==> src/rtl/kvt_pkg.sv <==
// kvt_pkg: command codes, microcode word layout and control ROM for key_value_table.
// Used by kvt_seq and key_value_table; no dependencies.
`default_nettype none

package kvt_pkg;

  // Request commands; code 3 is a no-op
  localparam logic [1:0] CMD_INSERT = 2'd0;
  localparam logic [1:0] CMD_SEARCH = 2'd1;
  localparam logic [1:0] CMD_DELETE = 2'd2;

  // Jump conditions: step advances to its target when the condition holds
  localparam logic [1:0] COND_ALWAYS    = 2'd0;
  localparam logic [1:0] COND_IN_VALID  = 2'd1;
  localparam logic [1:0] COND_SCAN_LAST = 2'd2;
  localparam logic [1:0] COND_OUT_FREE  = 2'd3;

  localparam int STEP_W = 3;

  localparam logic [STEP_W-1:0] STEP_IDLE   = 3'd0;
  localparam logic [STEP_W-1:0] STEP_SCAN   = 3'd1;
  localparam logic [STEP_W-1:0] STEP_DRAIN  = 3'd2;
  localparam logic [STEP_W-1:0] STEP_VREAD  = 3'd3;
  localparam logic [STEP_W-1:0] STEP_COMMIT = 3'd4;

  // Datapath strobes from one control word
  typedef struct packed {
    logic accept;   // take an input beat, clear scan state
    logic scan;     // read key memory at scan index, advance index
    logic vread;    // read value memory at matched slot
    logic commit;   // update table and load the result register
  } ctl_t;

  // Status bits sampled by the jump logic
  typedef struct packed {
    logic in_valid;
    logic scan_last;
    logic out_free;
  } stat_t;

  typedef struct packed {
    ctl_t              ctl;
    logic [1:0]        cond;
    logic [STEP_W-1:0] target;
  } uword_t;

  function automatic uword_t ucode_rom(input logic [STEP_W-1:0] step);
    uword_t w;
    w = '0;
    unique case (step)
      STEP_IDLE: begin
        w.ctl.accept = 1'b1;
        w.cond       = COND_IN_VALID;
        w.target     = STEP_SCAN;
      end
      STEP_SCAN: begin
        w.ctl.scan = 1'b1;
        w.cond     = COND_SCAN_LAST;
        w.target   = STEP_DRAIN;
      end
      STEP_DRAIN: begin
        w.cond   = COND_ALWAYS;
        w.target = STEP_VREAD;
      end
      STEP_VREAD: begin
        w.ctl.vread = 1'b1;
        w.cond      = COND_ALWAYS;
        w.target    = STEP_COMMIT;
      end
      STEP_COMMIT: begin
        w.ctl.commit = 1'b1;
        w.cond       = COND_OUT_FREE;
        w.target     = STEP_IDLE;
      end
      default: begin
        w.cond   = COND_ALWAYS;
        w.target = STEP_IDLE;
      end
    endcase
    return w;
  endfunction

endpackage

`default_nettype wire

==> src/rtl/kvt_seq.sv <==
// kvt_seq: step counter and control ROM lookup with conditional jumps.
// Depends on kvt_pkg.
`default_nettype none

module kvt_seq (
  input  wire logic          clk,
  input  wire logic          rst_n,
  input  wire kvt_pkg::stat_t stat,
  output kvt_pkg::ctl_t      ctl
);
  import kvt_pkg::*;

  logic [STEP_W-1:0] step_r;
  logic [STEP_W-1:0] step_nxt;
  uword_t            uw;
  logic              cond_ok;

  assign uw  = ucode_rom(step_r);
  assign ctl = uw.ctl;

  always_comb begin
    case (uw.cond)
      COND_ALWAYS:    cond_ok = 1'b1;
      COND_IN_VALID:  cond_ok = stat.in_valid;
      COND_SCAN_LAST: cond_ok = stat.scan_last;
      COND_OUT_FREE:  cond_ok = stat.out_free;
      default:        cond_ok = 1'b1;
    endcase
    step_nxt = cond_ok ? uw.target : step_r;
  end

  always_ff @(posedge clk) begin
    if (!rst_n) begin
      step_r <= STEP_IDLE;
    end else begin
      step_r <= step_nxt;
    end
  end

endmodule

`default_nettype wire

==> src/rtl/key_value_table.sv <==
// key_value_table: bounded associative key/value store, microcoded scan.
// Depends on kvt_pkg and kvt_seq.
//
//   channel | direction | handshake           | beat payload
//   --------+-----------+---------------------+-------------------------------------------
//   in      | input     | in_valid/in_ready   | in_cmd, in_req_key, in_req_value
//   out     | output    | out_valid/out_ready | out_hit, out_read_value, out_refused,
//           |           |                     | out_entry_count
//
// Per request: the key memory has one read port, so the scan reads one slot per cycle; then
// the drain step empties the compare stage, the vread step reads the value memory and the
// commit step loads the result. Beats are taken only in the idle step, so a new beat waits
// until the last request has committed. Valid bits are cleared at reset, no clearing pass.
// in_ready is high only in the idle step; a held result does not block the next
// accept. A stalled output stretches the commit step until the result register frees.
`default_nettype none

module key_value_table #(
  parameter int TABLE_DEPTH = 16
) (
  input  wire logic               clk,
  input  wire logic               rst_n,
  input  wire logic               in_valid,
  output logic                    in_ready,
  input  wire logic [1:0]         in_cmd,
  input  wire logic signed [31:0] in_req_key,
  input  wire logic signed [31:0] in_req_value,
  output logic                    out_valid,
  input  wire logic               out_ready,
  output logic                    out_hit,
  output logic signed [31:0]      out_read_value,
  output logic                    out_refused,
  output logic [4:0]              out_entry_count
);
  import kvt_pkg::*;

  localparam int IW = $clog2(TABLE_DEPTH);
  localparam int CW = $clog2(TABLE_DEPTH + 1);

  ctl_t  ctl;
  stat_t stat;

  // request latched at accept
  logic [1:0]         cmd_r;
  logic signed [31:0] key_r;
  logic signed [31:0] val_r;

  // table storage
  logic signed [31:0]     key_mem [TABLE_DEPTH];
  logic signed [31:0]     value_mem [TABLE_DEPTH];
  logic [TABLE_DEPTH-1:0] valid_r, valid_nxt;
  logic [CW-1:0]          count_r, count_nxt;

  // scan pipeline: read stage then compare stage
  logic [IW-1:0]      idx_r;
  logic signed [31:0] key_rd_r;
  logic [IW-1:0]      cmp_idx_r;
  logic               cmp_en_r;
  logic               vld_s_r;
  logic               match;

  logic               found_r;
  logic [IW-1:0]      slot_r;
  logic               free_found_r;
  logic [IW-1:0]      free_r;
  logic signed [31:0] val_rd_r;

  // write port
  logic          wr_val_en, wr_key_en;
  logic [IW-1:0] wr_addr;

  // result register
  logic               out_valid_r, out_valid_nxt;
  logic               out_hit_r, out_hit_nxt;
  logic signed [31:0] out_read_value_r, out_read_value_nxt;
  logic               out_refused_r, out_refused_nxt;
  logic [4:0]         out_entry_count_r, out_entry_count_nxt;

  logic do_accept, do_commit, out_free;

  kvt_seq u_seq (
    .clk   (clk),
    .rst_n (rst_n),
    .stat  (stat),
    .ctl   (ctl)
  );

  assign out_free       = !out_valid_r || out_ready;
  assign stat.in_valid  = in_valid;
  assign stat.scan_last = (idx_r == IW'(TABLE_DEPTH - 1));
  assign stat.out_free  = out_free;

  assign in_ready  = ctl.accept;
  assign do_accept = ctl.accept && in_valid;
  assign do_commit = ctl.commit && out_free;

  assign match = cmp_en_r && vld_s_r && (key_rd_r == key_r);

  // scan control, match tracking
  always_ff @(posedge clk) begin
    if (!rst_n) begin
      idx_r        <= '0;
      cmp_en_r     <= 1'b0;
      found_r      <= 1'b0;
      free_found_r <= 1'b0;
    end else begin
      cmp_en_r <= ctl.scan;
      if (do_accept) begin
        idx_r        <= '0;
        found_r      <= 1'b0;
        free_found_r <= 1'b0;
      end else begin
        if (ctl.scan) begin
          idx_r <= idx_r + IW'(1);
        end
        // lowest index wins for both the match and the free slot
        if (match && !found_r) begin
          found_r <= 1'b1;
        end
        if (cmp_en_r && !vld_s_r && !free_found_r) begin
          free_found_r <= 1'b1;
        end
      end
    end
  end

  // payload registers, no reset
  always_ff @(posedge clk) begin
    if (do_accept) begin
      cmd_r <= in_cmd;
      key_r <= in_req_key;
      val_r <= in_req_value;
    end
    if (ctl.scan) begin
      cmp_idx_r <= idx_r;
      vld_s_r   <= valid_r[idx_r];
    end
    if (match && !found_r) begin
      slot_r <= cmp_idx_r;
    end
    if (cmp_en_r && !vld_s_r && !free_found_r) begin
      free_r <= cmp_idx_r;
    end
  end

  // key/value memories: one write port, registered reads
  always_ff @(posedge clk) begin
    if (wr_key_en) begin
      key_mem[wr_addr] <= key_r;
    end
    if (wr_val_en) begin
      value_mem[wr_addr] <= val_r;
    end
    if (ctl.scan) begin
      key_rd_r <= key_mem[idx_r];
    end
    if (ctl.vread) begin
      val_rd_r <= value_mem[slot_r];
    end
  end

  // commit: table update and result
  always_comb begin
    valid_nxt           = valid_r;
    count_nxt           = count_r;
    wr_val_en           = 1'b0;
    wr_key_en           = 1'b0;
    wr_addr             = slot_r;
    out_hit_nxt         = 1'b0;
    out_read_value_nxt  = '0;
    out_refused_nxt     = 1'b0;
    out_valid_nxt       = out_valid_r && !out_ready;

    if (do_commit) begin
      out_valid_nxt = 1'b1;
      case (cmd_r)
        CMD_INSERT: begin
          if (found_r) begin
            // present key: overwrite value only
            out_hit_nxt = 1'b1;
            wr_val_en   = 1'b1;
          end else if (free_found_r) begin
            wr_addr            = free_r;
            wr_val_en          = 1'b1;
            wr_key_en          = 1'b1;
            valid_nxt[free_r]  = 1'b1;
            count_nxt          = count_r + CW'(1);
          end else begin
            out_refused_nxt = 1'b1;
          end
        end
        CMD_SEARCH: begin
          if (found_r) begin
            out_hit_nxt        = 1'b1;
            out_read_value_nxt = val_rd_r;
          end
        end
        CMD_DELETE: begin
          if (found_r) begin
            out_hit_nxt        = 1'b1;
            out_read_value_nxt = val_rd_r;
            valid_nxt[slot_r]  = 1'b0;
            count_nxt          = count_r - CW'(1);
          end
        end
        default: begin
        end
      endcase
    end
    // entry count field wraps modulo 32
    out_entry_count_nxt = 5'(count_nxt);
  end

  always_ff @(posedge clk) begin
    if (!rst_n) begin
      valid_r     <= '0;
      count_r     <= '0;
      out_valid_r <= 1'b0;
    end else begin
      valid_r     <= valid_nxt;
      count_r     <= count_nxt;
      out_valid_r <= out_valid_nxt;
    end
  end

  always_ff @(posedge clk) begin
    if (do_commit) begin
      out_hit_r         <= out_hit_nxt;
      out_read_value_r  <= out_read_value_nxt;
      out_refused_r     <= out_refused_nxt;
      out_entry_count_r <= out_entry_count_nxt;
    end
  end

  assign out_valid       = out_valid_r;
  assign out_hit         = out_hit_r;
  assign out_read_value  = out_read_value_r;
  assign out_refused     = out_refused_r;
  assign out_entry_count = out_entry_count_r;

  // count tracks the valid bits exactly
  a_count_matches_valid: assert property (@(posedge clk) disable iff (!rst_n)
    $countones(valid_r) == count_r)
    else $error("entry count out of step with valid bits");

  // a result only appears from the commit step
  a_result_from_commit: assert property (@(posedge clk) disable iff (!rst_n)
    $rose(out_valid_r) |-> $past(ctl.commit))
    else $error("result loaded outside commit");

  // a refused insert means every slot was in use
  a_refused_full: assert property (@(posedge clk) disable iff (!rst_n)
    (out_valid_r && out_refused_r) |-> (count_r == CW'(TABLE_DEPTH)))
    else $error("insert refused with free slots");

  // no accept while a request is in flight
  a_no_accept_in_scan: assert property (@(posedge clk) disable iff (!rst_n)
    (ctl.scan || ctl.vread || ctl.commit) |-> !in_ready)
    else $error("input ready during request processing");

endmodule

`default_nettype wire
==> config.mk <==
export PLATFORM = sky130hd
export DESIGN_NAME = key_value_table
export DESIGN_NICKNAME = d
export VERILOG_FILES = /design/src/rtl/kvt_pkg.sv /design/src/rtl/kvt_seq.sv /design/src/rtl/key_value_table.sv
export SDC_FILE = /design/constraint.sdc
export NUM_CORES = 1
export LEC_CHECK = 0
export ABC_CLOCK_PERIOD_IN_PS = 7700
export BUFFER_PORTS_ARGS = -buffer_cell sky130_fd_sc_hd__buf_2
export CORE_UTILIZATION = 45
export DETAILED_ROUTE_END_ITERATION = 16
export GPL_TIMING_DRIVEN = 0
export PLACE_DENSITY_LB_ADDON = 0.25
export SYNTH_ARGS = -nofsm -noshare
export SYNTH_HDL_FRONTEND = slang
export SYNTH_SLANG_ARGS = --single-unit
==> constraint.sdc <==
create_clock -name clk -period 7.7 [get_ports clk]
set_input_delay 0.385 -clock clk [delete_from_list [all_inputs] [get_ports clk]]
set_output_delay 0.385 -clock clk [all_outputs]
set_load 0.01 [all_outputs]
## After elaboration in Yosys (flattened, before gate mapping)

Memory sizes are Yosys's and may differ from the RTL's. A register that Yosys moved wholly into a read port is not among the register bits.
Cells that the tools add are included.

- Bits in registers: 150
- RAM bits: 1,024
- Bits of input ports: 70
- Memories kept: 2

- $add $sub $neg: 3
- Magnitude comparators: 5
- Eq/ne operators: 14
- Mux-type cells: 39
- Bitwise operators: 5
- Reduce and logical (&&, ||, !) cells: 26

Memory list:

| name | words | bits a word | read ports | clocked after Yosys merged registers in | wr ports | line | RTL |
|---|---|---|---|---|---|---|---|
| key_mem | 16 | 32 | 1 | 1 | 1 | key_value_table.sv:49 | `logic signed [31:0] key_mem [TABLE_DEPTH];` |
| value_mem | 16 | 32 | 1 | 1 | 1 | key_value_table.sv:50 | `logic signed [31:0] value_mem [TABLE_DEPTH];` |

Operator list:

| operator | count |
|---|---|
| 2-to-1 mux 16 bit | 3 |
| equality test 32 bit | 1 |
| case mux 16 bit (2 select lines) | 1 |
| case mux 5 bit (5 select lines) | 1 |
| 2-to-1 mux 1 bit | 21 |
| 2-to-1 mux 5 bit | 4 |
| bitwise AND 16 bit | 1 |
| 2-to-1 mux 4 bit | 4 |
| inverter 16 bit | 1 |
| bitwise OR 16 bit | 1 |
| less-than comparator 4 x 5 -> 1 bit, second input constant | 3 |
| logical AND 1 bit | 10 |
| case mux 5 bit (2 select lines) | 1 |
| demux 1 bit (select 4 bit) | 2 |
| >= comparator 4 x 1 -> 1 bit, second input constant | 2 |
| equality test 2 bit, second input constant | 3 |
| equality test 3 x 2 -> 1 bit, second input constant | 2 |
| inequality test 2 bit, second input constant | 3 |
| OR reduction 2 bit | 3 |
| adder 5 x 1 -> 5 bit, second input constant | 1 |
| logical NOT 1 bit | 5 |
| AND reduction 5 bit | 1 |
| subtractor 5 x 1 -> 5 bit, second input constant | 1 |
| adder 4 x 1 -> 4 bit, second input constant | 1 |
| 13 further kinds | 16 |

## Logic depth before layout (Yosys ltp)

Gate-level depths: netlist (run 1).

- Depth after elaboration: 8
- Mapped depth: 8
- Gate-level depth less buffers: 7

## By module

Synthesis (run 1) repeated with hierarchy kept, for this count alone.

- Cell total of the unflattened synthesis: 2,072
- Area, all modules: 46,839.9 sq um

By module, submodules not included:

| module | instances | cells each | area an instance (sq um) | seq. area each (sq um) |
|---|---|---|---|---|
| key_value_table | 1 | 2,051 | 46,647.2 | 36,795.3 |
| kvt_seq | 1 | 21 | 192.7 | 60.1 |

## Least setup slack after synthesis (run 1)

OpenSTA, ideal clock, no wires.

- Path type: register to register
- Start: reg u_seq.step_r[0]
- End: reg idx_r[3]
- Setup time: 0.120 ns
- Arrival time: 4.223 ns
- Required time: 7.580 ns
- Path slack: 3.358 ns
- Cell stages (with the launch flop): 5
- Buffers on the path: 0
- Period minus slack after synthesis: 4.342 ns
- Cell sequence: dfxtp_1 -> nor3b_1 -> nand4_1 -> xor2_1 -> nor2_1

RTL lines:

| element | line | RTL |
|---|---|---|
| start: declaration | kvt_seq.sv:13 | `logic [STEP_W-1:0] step_r;` |
| start signal: assignment | kvt_seq.sv:36 | `step_r <= step_nxt;` |
| end signal: assignment | key_value_table.sv:114 | `idx_r <= idx_r + IW'(1);` |
| end: declaration | key_value_table.sv:55 | `logic [IW-1:0] idx_r;` |

## Worst setup path after layout (run 1)

- Start: reg slot_r[1]
- End: mem value_mem[2][29] (enable)

- Cells in the longest elaborated chain, start to end: 4

RTL lines:

| element | line | RTL |
|---|---|---|
| start: declaration | key_value_table.sv:63 | `logic [IW-1:0] slot_r;` |
| start signal: assignment | key_value_table.sv:139 | `slot_r <= cmp_idx_r;` |
| 2-to-1 mux 4 bit | key_value_table.sv:182 | `end else if (free_found_r) begin` |
| 2-to-1 mux 4 bit | key_value_table.sv:178 | `if (found_r) begin` |
| 2-to-1 mux 4 bit | key_value_table.sv:176 | `case (cmd_r)` |
| 2-to-1 mux 4 bit * | key_value_table.sv:174 | `if (do_commit) begin` |
| end: declaration | key_value_table.sv:50 |  |

Mark *: on every way between the ends. The rest lies on a longest branch, timed or not.

==> results of run 1 <==
==> cell usage after synthesis, types with 3 or more instances <==
cell type / instances / area (um^2)
sky130_fd_sc_hd__mux2_2: 3 / 33.8
sky130_fd_sc_hd__mux2i_1: 34 / 340
sky130_fd_sc_hd__nand3_1: 12 / 60.1
sky130_fd_sc_hd__nand4_1: 4 / 25.0
sky130_fd_sc_hd__nor3b_1: 4 / 30.0
sky130_fd_sc_hd__xor2_1: 31 / 272
sky130_fd_sc_hd__or2_2: 5 / 31.3
sky130_fd_sc_hd__clkbuf_1: 67 / 251
sky130_fd_sc_hd__nor2b_1: 40 / 250
sky130_fd_sc_hd__o221a_2: 5 / 56.3
sky130_fd_sc_hd__nor3_1: 7 / 35.0
sky130_fd_sc_hd__nor2_1: 45 / 169
sky130_fd_sc_hd__dfxtp_1: 32 / 641
sky130_fd_sc_hd__mux4_2: 292 / 6580
sky130_fd_sc_hd__xnor2_1: 4 / 35.0
sky130_fd_sc_hd__and2_1: 8 / 50.1
sky130_fd_sc_hd__buf_2: 27 / 135
sky130_fd_sc_hd__ha_1: 6 / 75.1
sky130_fd_sc_hd__inv_1: 10 / 37.5
sky130_fd_sc_hd__buf_1: 12 / 45.0
sky130_fd_sc_hd__nand2b_1: 7 / 43.8
sky130_fd_sc_hd__a211oi_1: 33 / 248
sky130_fd_sc_hd__a21oi_1: 42 / 210
sky130_fd_sc_hd__o311ai_0: 12 / 105
sky130_fd_sc_hd__nand2_1: 24 / 90.1
sky130_fd_sc_hd__nor4_1: 11 / 68.8
sky130_fd_sc_hd__edfxtp_1: 1206 / 36200
sky130_fd_sc_hd__nand3b_1: 3 / 22.5
sky130_fd_sc_hd__and3_1: 33 / 206
sky130_fd_sc_hd__o21ai_0: 19 / 95.1
==> flip-flops by register name, summed over array words and instances, names as in the netlist, 5 cells and up <==
| signal | flops |
|---|---|
| val_rd_r | 32 |
| value_mem | 512 |
| key_mem | 512 |
| out_read_value | 32 |
| key_r | 32 |
| val_r | 32 |
| key_rd_r | 32 |
| out_entry_count | 5 |
| count_r | 5 |
| valid_r | 16 |
==> worst max-delay path, delay by kind of cell, from the launching register on <==
kind	cells	cell delay, ns
buf+inv	5	1.90
compound gates	1	0.17
simple gates	3	1.23
flops	1	0.32
==> layout by cell type, fill, tap and decap left out, drive strengths merged, types with 33 or more instances in the layout <==
cell / synthesis / routed
clkinv: 0 / 45
and3: 33 / 33
a211oi: 33 / 33
a21oi: 42 / 42
mux2i: 34 / 34
dlygate4sd3: 0 / 67
buf: 42 / 198
edfxtp: 1206 / 1206
nor2: 45 / 45
clkbuf: 67 / 234
nor2b: 40 / 40
mux4: 292 / 292
==> final timing paths <==
path / start / endpoint / cells after the start
max: slot_r[1] / value_mem[2][29] / 9
min: rst_n / valid_r[0] / 3
max reg2reg: slot_r[1] / value_mem[2][29] / 9
min reg2reg: idx_r[3] / cmp_idx_r[3] / 0
==> power groups by stage <==
stage | registers (mW) | clock network [mW] | logic (mW)
floorplan | 7.62 | 0 | 0.152
global placement | 7.64 | 0 | 0.243
detailed placement | 7.65 | 0 | 0.254
CTS | 7.51 | 6.26 | 0.283
global route | 7.51 | 6.52 | 0.297
finish | 7.51 | 6.18 | 0.279
==> logic make-up (layout without fill, tap and decap cells) <==
| group | after synthesis | after routing | share of synthesized area (%) |
|---|---|---|---|
| other | 0 | 1 | 0 |
| DFF | 1238 | 1238 | 78.9 |
| AOI/OAI and AO/OA | 131 | 131 | 1.93 |
| muxes | 329 | 329 | 14.9 |
| buffers and inverters | 119 | 577 | 1.06 |
| xor gates and xnor gates | 35 | 35 | 0.656 |
| and+or+nand+nor | 208 | 208 | 2.41 |
| adders and majority gates | 6 | 6 | 0.161 |
==> area by class of cell <==
class / instances / area, um^2
antenna: 1 / 2.50
buffer: 109 / 458
clock buffer: 167 / 3490
clock inverter: 68 / 761
fill: 7664 / 47100
inverter: 10 / 37.5
multi-input combinational: 709 / 9630
sequential: 1238 / 36900
tap: 1368 / 1710
timing repair buffer: 223 / 2300
==> what timing repair did <==
item | in CTS | in global routing
hold buffers | 67 | 0
gates resized for setup | 0 | 0
hold endpoints to repair | 67 | 0
==> stage by stage <==
step	total power, mW	instance area, um^2	setup slack, ns	cells
6_report	14.0	55200	3.73	3893
5_1_grt	14.3	55200	3.63	3893
4_1_cts	14.0	55200	3.77	3892
3_5_place_dp	7.90	50300	3.81	3590
3_3_place_gp	7.89	49000	0.0709	3544
2_1_floorplan	7.77	46700	3.36	2066
==> layer usage <==
metal  wire length, um  share of wire (%)  GRT usage [%]
met1             46900                 42           30.7
met5                 0                  0              0
met4              1900                1.7           5.60
met3              8310                7.5           4.26
met2             53300                 48           34.2
==> results.txt, run 1 <==
The run finished with clean final reports. The count of buffers from port buffering came out at 110. The number of nets handed over by synthesis was around 2,100.

The switching fraction of total power came out at 20.3%. The share of synthesized flip-flops with an asynchronous set or reset came out at 0%. The pin count of the biggest net entering global routing came out at 40.

The setup check on the worst reg-to-reg path leaves a slack of 3.73 ns. The highest clock frequency the design can meet came out at around 0.25 GHz. The area of the core is 102,000 um^2. The mean post-synth cell area is 22.6 um^2. The number of primary I/O pins is 111. The remaining antenna violation count is 0. The switching power is 2.83 mW. The required time of the critical path came out at 8.12 ns. In this run the horizontal extent of the chip is 324 um. The sink count of the clock tree is approximately 1,200. Traced cell by cell, the critical path runs through clkbuf_1, clkbuf_1, buf_2, inv_1, nor2_1, a21o_1, nand2_1, nor2_4, buf_16. The clock latency at the later pin of the worst-skew pair came out at 0.74 ns. Setup repair after global routing left no endpoint under its margin. The number of flip-flops and latches in the synthesized netlist is 1,238. The worst-case IR drop observed on VDD is between 0.0002 and 0.00025 V. The top fanout value on the critical path came out at 20. The final critical path takes up 51.6% of the cycle. The worst-case clock skew is 0.0509 ns. During synthesis, Yosys emitted a total of 0 warnings. The detailed router finished its first iteration with 2,434 violations.

The die height is 324 um. In the final timing run, aggregate negative setup slack is 0 ns. On the worst path, the slowest cell contributes a delay of 0.83 ns.

At the pin with the least slew margin, the transition time is around 1.2 ns. After detailed routing, the number of remaining DRC violations is 0. The area overhead of the layout relative to synthesis is 18.3%. The arrival time reported for the critical path endpoint came out at 4.39 ns. The number of global-route vias before repair came out at ~23,000. The synthesized area came out at 46,700 um^2. The power density of the placed cells came out at 253 nW/um^2. In this run the worst hold path is classified as primary input to flip-flop. The internal portion of total power is 11.1 mW. The worst setup path is captured at a flip-flop. Setup violations remaining at the end of the flow were counted as 0. The net count of the finished layout is roughly 2,500.

After global routing the overflow that remains totals 0. The starting utilization of the core area is 45.6%. The launching element type of the critical path is a flip-flop. The per-cell via count in the routed design came out at 5.84.

The maximum clock path buffer count is 3. Cells fill 54.0% of the core in the end. Synthesis produced 2,066 cells. The first global-routing pass estimated about 160 mm of wire. The number of hold violations in the final report is 0. The average routed wire per standard cell came out at 28.4 um. The power share of the clock group is 44.3%. The critical path is of the flip-flop to flip-flop type. The number of placement rows came out at between 100 and 150. The post-CTS setup repair buffer count came out at 0. Summed over all cells, the static leakage comes to 17.2 nW. The depth of the CTS H-tree came out at 4. TritonCTS built the clock tree. The vias after detailed routing is between 20,000 and 25,000.

The number of pins exceeding their max-slew limit in the final report is 0. The most numerous cell type found on the critical path is sky130_fd_sc_hd__clkbuf_1. The final weighted congestion in routability-driven placement is 0.794. Across the run, the number of max-cap violations was 0. Of the cells placed in the final design, the portion with a size suffix greater than 1 is roughly 28%. The smallest hold slack came out at 0.0495 ns. The area enclosed by the die boundary is between 100,000 and 150,000 um^2. The synthesized netlist contains 52 unique library cells. The TritonCTS buffer count came out at 130. The worst path in the final design needs a cycle of roughly 4.0 ns, including I/O delays and setup. For this run, the register share of the synthesized area comes to 78.9%. The worst pin sits at a relative slew slack of roughly 18%.

Across every metal layer, demand over resource in global routing totals 21.5%. The cell at the slowest stage of the critical path is sky130_fd_sc_hd__nor2_4. The half-perimeter wire length after detailed placement came out at 68.4 mm. Before antenna repair, the detailed router went through 7 iterations.

The root buffer cell chosen for the clock tree is sky130_fd_sc_hd__clkbuf_16. The CTS clock-pin slew for the worst setup and hold paths came out at 0.06 ns. The sequential cell fraction of total power is a little over half. The part of the power in combinational logic is 2.0%. The number of flops mapped to enable cells by yosys is between 1,000 and 1,500. The number of antenna violations at the first check in global routing is 3.

The prevailing post-synth register cell is sky130_fd_sc_hd__edfxtp_1. The detailed-route wire length is 110 mm.
Power figures use the tool's default switching activity.
==> run 2: changes to the inputs <==
--- a/config.mk
+++ b/config.mk
@@ -5,7 +5,7 @@
 export SDC_FILE = /design/constraint.sdc
 export NUM_CORES = 1
 export LEC_CHECK = 0
-export ABC_CLOCK_PERIOD_IN_PS = 7700
+export ABC_CLOCK_PERIOD_IN_PS = 3700
 export BUFFER_PORTS_ARGS = -buffer_cell sky130_fd_sc_hd__buf_2
 export CORE_UTILIZATION = 45
 export DETAILED_ROUTE_END_ITERATION = 16
==> constraint.sdc (replaced) <==
create_clock -name clk -period 3.7 [get_ports clk]
set_input_delay 0.185 -clock clk [delete_from_list [all_inputs] [get_ports clk]]
set_output_delay 0.185 -clock clk [all_outputs]
set_load 0.01 [all_outputs]
==> run 2 against run 1 <==
Global-route usage shrank 0.49 points. Routed wire length fell by 1.4%. Non-clock buffer count increased by 13. Clock skew decreased by 0.016 ns. Power increased by 100%. Hold slack improved by 0.12 ns. Largest power group unchanged.
==> results.txt, run 2 (synthesized netlist as in run 1, its figures left out) <==
Status: complete, no violations (unchanged). The number of pins exceeding their max-slew limit in the final report came out at 0 (unchanged). The type of the tightest min-delay check is primary input to flip-flop (unchanged). The arrival time reported for the critical path endpoint came to 3.95 ns (was 4.39 ns). The actual slew at the worst max-slew pin came out at 1.17 ns (was 1.23 ns). The CTS clock-pin slew for the worst setup and hold paths is 0.06 ns (about the same). The minimum clock period after layout came out at 3.54 ns (was 3.97 ns). The number of global-route vias before repair is 23,200 (was 23,400). The maximum vdd ir drop came out at 0.000459 V (was 0.000210 V).

The number of hold violations in the final report came out at 0 (unchanged). The share of post-route cells with drive strength above 1 came to 28.4% (about the same). Top library cells by usage in the layout, fill and taps aside: 1,206 x sky130_fd_sc_hd__edfxtp_1, 292 x sky130_fd_sc_hd__mux4_2, 137 x sky130_fd_sc_hd__buf_2 (unchanged). The number of cells on the critical path is 6 (was 9). The top fanout value on the critical path is 18 (was 20).

The detailed-route wire length came out at 109 mm (was 110 mm). The die height was 324 um (unchanged). The root cell of the clock tree is sky130_fd_sc_hd__clkbuf_16 (unchanged).

The wire length of the first global-routing pass is 157 mm (was 160 mm). The launching element type of the critical path is a flip-flop (unchanged). The combined global-route utilization of all metal layers came to 21.1% (was 21.5%).

The per-cell via count in the routed design is 5.78 (was 5.84). The final-layout fill cell count came out at 7,680 (was 7,664). The share of the clock period used by the worst path came to 95.5% (was 51.6%). The average routed wire per standard cell came to 27.9 um (was 28.4 um). The pin count of the biggest net entering global routing came out at 43 (was 40). The worst-case register-to-register setup slack was 0.16 ns (was 3.73 ns). The family of cells with the greatest summed delay on the critical path is simple AND/OR/NAND/NOR gates (was buffers and inverters). The startpoint of the worst-slack reg-to-reg timing path is free_found_r (was slot_r[1]). The count of buffers from port buffering was 110 (unchanged). The sink count of the clock tree came to 1,238 (unchanged). The worst-case clock skew is 0.0348 ns (was 0.0509 ns).

The detailed router's first-iteration violation count came out at 2,446 (was 2,434). The endpoint of the most critical register-to-register path is value_mem[15][16] (was value_mem[2][29]). Cell Chain, Critical Path: clkbuf_1, nor2b_1, nand4_1, or2_2, a21oi_4, buf_12 (was clkbuf_1, clkbuf_1, buf_2, inv_1, nor2_1, a21o_1, nand2_1, nor2_4, buf_16). The remaining antenna violation count came out at 0 (unchanged). The remaining global-route overflow came out at 0 (unchanged). The area enclosed by the die boundary is 105,000 um^2 (unchanged). The chip width came to 324 um (unchanged). The starting utilization of the core area is 45.6% (unchanged). The number of primary I/O pins is 111 (unchanged). The required time of the critical path came to 4.12 ns (was 8.12 ns). The area overhead of the layout relative to synthesis came out at 17.7% (was 18.3%).

The depth of the CTS H-tree is 3 (was 4). The net count of the finished layout came out at 2,500 (was 2,497). The power density of the placed cells came out at 517 nW/um^2 (was 253 nW/um^2). The type of destination of the critical path is a flip-flop (unchanged). The number of DRC violations after detailed routing is 0 (unchanged). The critical path class is flip-flop to flip-flop (unchanged). The depth of the worst register-to-register path came to 6 (was 9). The capturing instance or port of the critical path is value_mem[15][16] (was value_mem[2][29]).

The area of the core was 102,000 um^2 (unchanged). The most common cell after layout, fill and taps aside is sky130_fd_sc_hd__edfxtp_1 (unchanged). The max-cap check violation count came to 0 (unchanged). The vias after detailed routing came to 22,500 (was 22,800).

The total power draw came out at 28.4 mW (was 14.0 mW). The TritonCTS buffer count is 120 (was 130). The leakage power total came to 17.1 nW (was 17.2 nW). The maximum clock path buffer count came out at 3 (unchanged).

The detailed-router iteration count before antenna repair is 6 (was 7). Biggest regs: key_mem (512), value_mem (512) (unchanged). The number of placement rows is 117 (unchanged). The worst path buffer plus inverter count came to 2 (was 5). The stage delay of the slowest cell on the critical path came out at 0.72 ns (was 0.83 ns).

The number of antenna violations at the first check in global routing is 4 (was 3). The smallest hold slack came out at 0.167 ns (was 0.0495 ns). The clock latency at the later pin of the worst-skew pair is 0.73 ns (was 0.74 ns). The launching instance or port of the critical path was free_found_r (was slot_r[1]).

The cell at the slowest stage of the critical path is sky130_fd_sc_hd__a21oi_4 (was sky130_fd_sc_hd__nor2_4). The clock tree from TritonCTS is yes (unchanged). The highest clock frequency the design can meet is 0.283 GHz (was 0.252 GHz). The final weighted congestion in routability-driven placement came out at 0.813 (was 0.794). The final count of negative-setup-slack endpoints came out at 0 (unchanged).

The relative slew slack is 22.3% (was 18.0%). The half-perimeter wire length after detailed placement came out at 66.9 mm (was 68.4 mm). RSZ-0062 raised after global routing: false (unchanged).
-- run 2: changes by cell type in the layout (fill, tap and decap cells not counted), sizes merged --
cell | before | now
clkinv | 45 | 51
clkinvlp | 6 | 7
dlygate4sd3 | 67 | 71
inv | 17 | 12
clkbuf | 234 | 220
buf | 198 | 207
bufinv | 10 | 13
-- run 2: worst reg2reg max path, delay by kind of cell, from the launching register on --
kind	cells	cell delay [ns]
AND/OR/NAND/NOR	3	1.49
AO/OA/AOI/OAI	1	0.72
buffers and inverters	2	0.69
flip-flops	1	0.31
-- run 2: area by class of cell --
type,count,area [um^2],share of cell area (%)
diodes,1,2.50,0.00455
plain buffers,109,459,0.835
clock buffers,153,3210,5.84
clock inverters,73,749,1.36
inverters,10,37.5,0.0683
multi-input cells,709,9640,17.5
flip-flops and latches,1238,36900,67.1
well taps,1368,1710,3.11
repair buffers,236,2300,4.18
-- run 2: how the worst min path moves through the flow --
stage,startpoint,endpoint,slack [ns],depth (start not counted)
floorplan,in_cmd[0],cmd_r[0],0.28,0
global placement,in_req_key[11],key_r[11],0.36,1
detailed placement,in_req_key[6],key_r[6],0.36,1
CTS,in_req_value[19],val_r[19],0.12,2
global route,in_req_value[13],val_r[13],0.15,2
finish,in_req_value[19],val_r[19],0.17,2
-- run 2: what timing repair did --
action                                 CTS  global route
gates cloned                             0             0
pin swaps                                1            10
hold buffers                            71             0
setup endpoints to repair               36           171
endpoints found under the hold margin   81             0
buffers inserted                         1            14
gates resized for setup                  1             1
-- run 2: metrics by stage --
step	TNS, ns	setup WS, ns	std cells	area [um^2]	util [%]
floorplan	0	0.0117	2066	46700	-
global placement	-2085.91	-2.61	3544	49000	47.9
detailed placement	-0.937	-0.0420	3584	50100	48.9
CTS	0	0.00586	3882	54700	53.5
global route	0	0.0251	3896	55000	53.7
finish	0	0.165	3897	55000	53.7
-- run 2: metal layers --
metal | GRT usage [%] | vias to the layer above | wire [um]
li1 | - | 9434 | -
met1 | 29.4 | 12000 | 45300
met2 | 34.1 | 919 | 53000
met3 | 4.03 | 166 | 8020
met4 | 5.80 | 0 | 2470
met5 | 0 | - | 0
-- run 2: power by group --
part           internal [mW]  leakage (nW)  total [mW]  switching, mW
Combinational          0.271          4.05       0.580          0.309
Sequential              15.4          11.1        15.6          0.175
Clock                   7.04          1.92        12.2           5.19
==> run 3: changes to the inputs <==
--- a/config.mk
+++ b/config.mk
@@ -10,7 +10,8 @@
 export CORE_UTILIZATION = 45
 export DETAILED_ROUTE_END_ITERATION = 16
 export GPL_TIMING_DRIVEN = 0
-export PLACE_DENSITY_LB_ADDON = 0.25
+export PLACE_DENSITY = 0.58
+export REMOVE_ABC_BUFFERS = 1
 export SYNTH_ARGS = -nofsm -noshare
 export SYNTH_HDL_FRONTEND = slang
 export SYNTH_SLANG_ARGS = --single-unit
==> run 3 against run 2 <==
Worst setup slack gained 0.076 ns. Routed wire length shrank 3.7%. Critical path depth grew 2. Utilization grew 0.56 points. Critical path type unchanged. Fmax grew 2.2%. Clock power is essentially flat.
==> results.txt, run 3 (synthesized netlist as in run 1, its figures left out) <==
Status: complete, no violations (unchanged). The number of pins exceeding their max-slew limit in the final report is 0 (unchanged). The met1 track utilization from global routing came to 28.1% (was 29.4%). The non-filler instance count after layout is 3,824 (was 3,897). The worst-case register-to-register setup slack came out at 0.24 ns (was 0.16 ns). The detailed router's first-iteration violation count came out at 1,655 (was 2,446). Cell Chain, Critical Path: inv_1, ha_2, inv_1, nor3_2, nand3_1, nor2_4, buf_16, buf_12 (was clkbuf_1, nor2b_1, nand4_1, or2_2, a21oi_4, buf_12).

The launching element type of the critical path is a flip-flop (unchanged). The die height is 324 um (unchanged). The combined global-route utilization of all metal layers came out at 20.4% (was 21.1%). The global routing usage on met3 is 3.01% (was 4.03%). The leakage power total was 17.3 nW (was 17.1 nW). The number of DRC violations after detailed routing is 0 (unchanged). RSZ-0062 raised after global routing: false (unchanged). The CTS clock-pin slew for the worst setup and hold paths is 0.06 ns (about the same). The max-cap check violation count is 0 (unchanged). The register area is 36,900 um^2 (about the same). The minimum clock period after layout is 3.46 ns (was 3.54 ns).

Biggest regs: key_mem (512), value_mem (512) (unchanged). The vias after detailed routing came out at 21,800 (was 22,500). The actual slew at the worst max-slew pin is 1.01 ns (was 1.17 ns).

The relative slew slack came to 32.3% (was 22.3%). The chip width is 324 um (unchanged). The per-cell via count in the routed design is 5.71 (was 5.78). The share of the clock period used by the worst path was 93.5% (was 95.5%). The area enclosed by the die boundary is 105,000 um^2 (unchanged). The sink count of the clock tree came out at 1,238 (unchanged).

The instance count after placement with tap cells included came out at 3,526 (was 3,584). The power density of the placed cells came out at 507 nW/um^2 (was 517 nW/um^2). The detailed-router iteration count before antenna repair is 5 (was 6).

The TritonCTS buffer count came to 121 (was 120). The most common cell after layout, fill and taps aside is sky130_fd_sc_hd__edfxtp_1 (unchanged). The number of diodes added for antenna fixing came out at 0 (was 1). The stage delay of the slowest cell on the critical path came out at 0.57 ns (was 0.72 ns). The global routing's busiest layer is met2 (unchanged).

The critical path's most frequent cell is sky130_fd_sc_hd__inv_1. The worst path buffer plus inverter count is 4 (was 2). Top library cells by usage in the layout, fill and taps aside: 1,206 x sky130_fd_sc_hd__edfxtp_1, 292 x sky130_fd_sc_hd__mux4_2, 121 x sky130_fd_sc_hd__clkbuf_16 (was 1,206 x sky130_fd_sc_hd__edfxtp_1, 292 x sky130_fd_sc_hd__mux4_2, 137 x sky130_fd_sc_hd__buf_2).

The number of antenna violations at the first check in global routing is 2 (was 4). The area of the core is 102,000 um^2 (unchanged). The remaining antenna violation count is 0 (unchanged).

The met2 demand-to-capacity share in global routing came to 34.0% (was 34.1%). The worst-case clock skew is 0.0255 ns (was 0.0348 ns). The highest clock frequency the design can meet is 0.289 GHz (was 0.283 GHz). The family of cells with the greatest summed delay on the critical path is simple AND/OR/NAND/NOR gates (unchanged). The pin count of the biggest net entering global routing came out at 67 (was 43). The arrival time reported for the critical path endpoint is 3.85 ns (was 3.95 ns). The required time of the critical path was 4.09 ns (was 4.12 ns).

The clock latency at the later pin of the worst-skew pair is 0.71 ns (was 0.73 ns). The number of hold violations in the final report was 0 (unchanged). The number of primary I/O pins came out at 111 (unchanged). The clock tree from TritonCTS is yes (unchanged). The top fanout value on the critical path is 14 (was 18). The root cell of the clock tree is sky130_fd_sc_hd__clkbuf_16 (unchanged). The starting utilization of the core area is 45.6% (unchanged). The type of the tightest min-delay check was primary input to flip-flop (unchanged). The cell at the slowest stage of the critical path is sky130_fd_sc_hd__nand3_1 (was sky130_fd_sc_hd__a21oi_4). The net count of the finished layout came out at 2,429 (was 2,500).

The half-perimeter wire length after detailed placement was 61.7 mm (was 66.9 mm). The total negative slack came to 0 ns (unchanged). The number of global-route vias before repair is 23,000 (was 23,200). The maximum vdd ir drop is 0.000445 V (was 0.000459 V). The final weighted congestion in routability-driven placement is 0.735 (was 0.813). The count of buffers from port buffering was 110 (unchanged). The maximum clock path buffer count is 3 (unchanged).

The wire length of the first global-routing pass was 154 mm (was 157 mm). The final count of negative-setup-slack endpoints was 0 (unchanged). The number of placement rows came out at 117 (unchanged). The remaining global-route overflow came out at 0 (unchanged). The area overhead of the layout relative to synthesis came out at 18.9% (was 17.7%). The share of post-route cells with drive strength above 1 is 29.6% (was 28.4%). The final-layout fill cell count was 7,624 (was 7,680). The multi-input logic area came out at 9630 um^2 (was 9640 um^2). The detailed-route wire length was 105 mm (was 109 mm). The type of destination of the critical path is a flip-flop (unchanged). The average routed wire per standard cell is 27.4 um (was 27.9 um). The depth of the CTS H-tree is 3 (unchanged).

The critical path class is flip-flop to flip-flop (unchanged).
run 3: changes by cell type in the layout (fill, tap and decap cells not counted), sizes merged:
cell / before / now
clkbuf: 220 / 146
clkinv: 51 / 64
clkinvlp: 7 / 1
buf: 207 / 204
bufinv: 13 / 11
dlygate4sd3: 71 / 69
inv: 12 / 14
diode: 1 / 0
run 3: metrics by stage:
step	hold slack (ns)	instance area, um^2	power [mW]	setup WS, ns	util, %
2_1_floorplan	0.284	46300	16.2	-3.69	-
3_3_place_gp	0.362	48500	16.5	-8.83	47.4
3_5_place_dp	0.363	50900	16.4	-0.215	49.8
4_1_cts	0.131	55500	28.4	0.295	54.3
5_1_grt	0.163	55500	29.0	0.0916	54.3
6_report	0.181	55500	28.2	0.240	54.3
run 3: area by class of cell:
class | instances | area share, %
clock buffer | 146 | 5.71
clock inverter | 80 | 1.24
inverter | 10 | 0.0676
multi-input combinational | 709 | 17.3
sequential | 1238 | 66.4
tap | 1368 | 3.08
timing repair buffer | 273 | 6.16
run 3: layer usage:
layer  vias up  wire, um
met4         2      2720
met1     11700     44900
met5         -         8
li1       9309         -
met3       166      4730
met2       607     52500
run 3: where the power goes:
group / switching [mW] / total (mW) / internal (mW)
sequential: 0.183 / 15.6 / 15.4
clock: 5.14 / 12.0 / 6.84
combinational: 0.265 / 0.541 / 0.276
run 3: final timing paths:
| check | from | depth (start not counted) | to |
|---|---|---|---|
| setup / recovery | cmd_r[1] | 8 | key_mem[12][21] |
| hold / removal | in_req_value[7] | 2 | val_r[7] |
| setup reg to reg | cmd_r[1] | 8 | key_mem[12][21] |
| hold reg to reg | cmp_idx_r[1] | 0 | slot_r[1] |
run 3: timing repair:
item	in CTS	in global routing
buffers inserted	3	0
setup endpoints to repair	101	0
hold endpoints to repair	82	0
hold buffers	69	0
gates resized for setup	1	0
run 3: worst register-to-register path: cells and delay by family (launching register included):
| family | cells | cell delay [ns] |
|---|---|---|
| and+or+nand+nor | 3 | 1.65 |
| buffers and inverters | 4 | 0.70 |
| DFF | 1 | 0.48 |
| adders and majority gates | 1 | 0.30 |
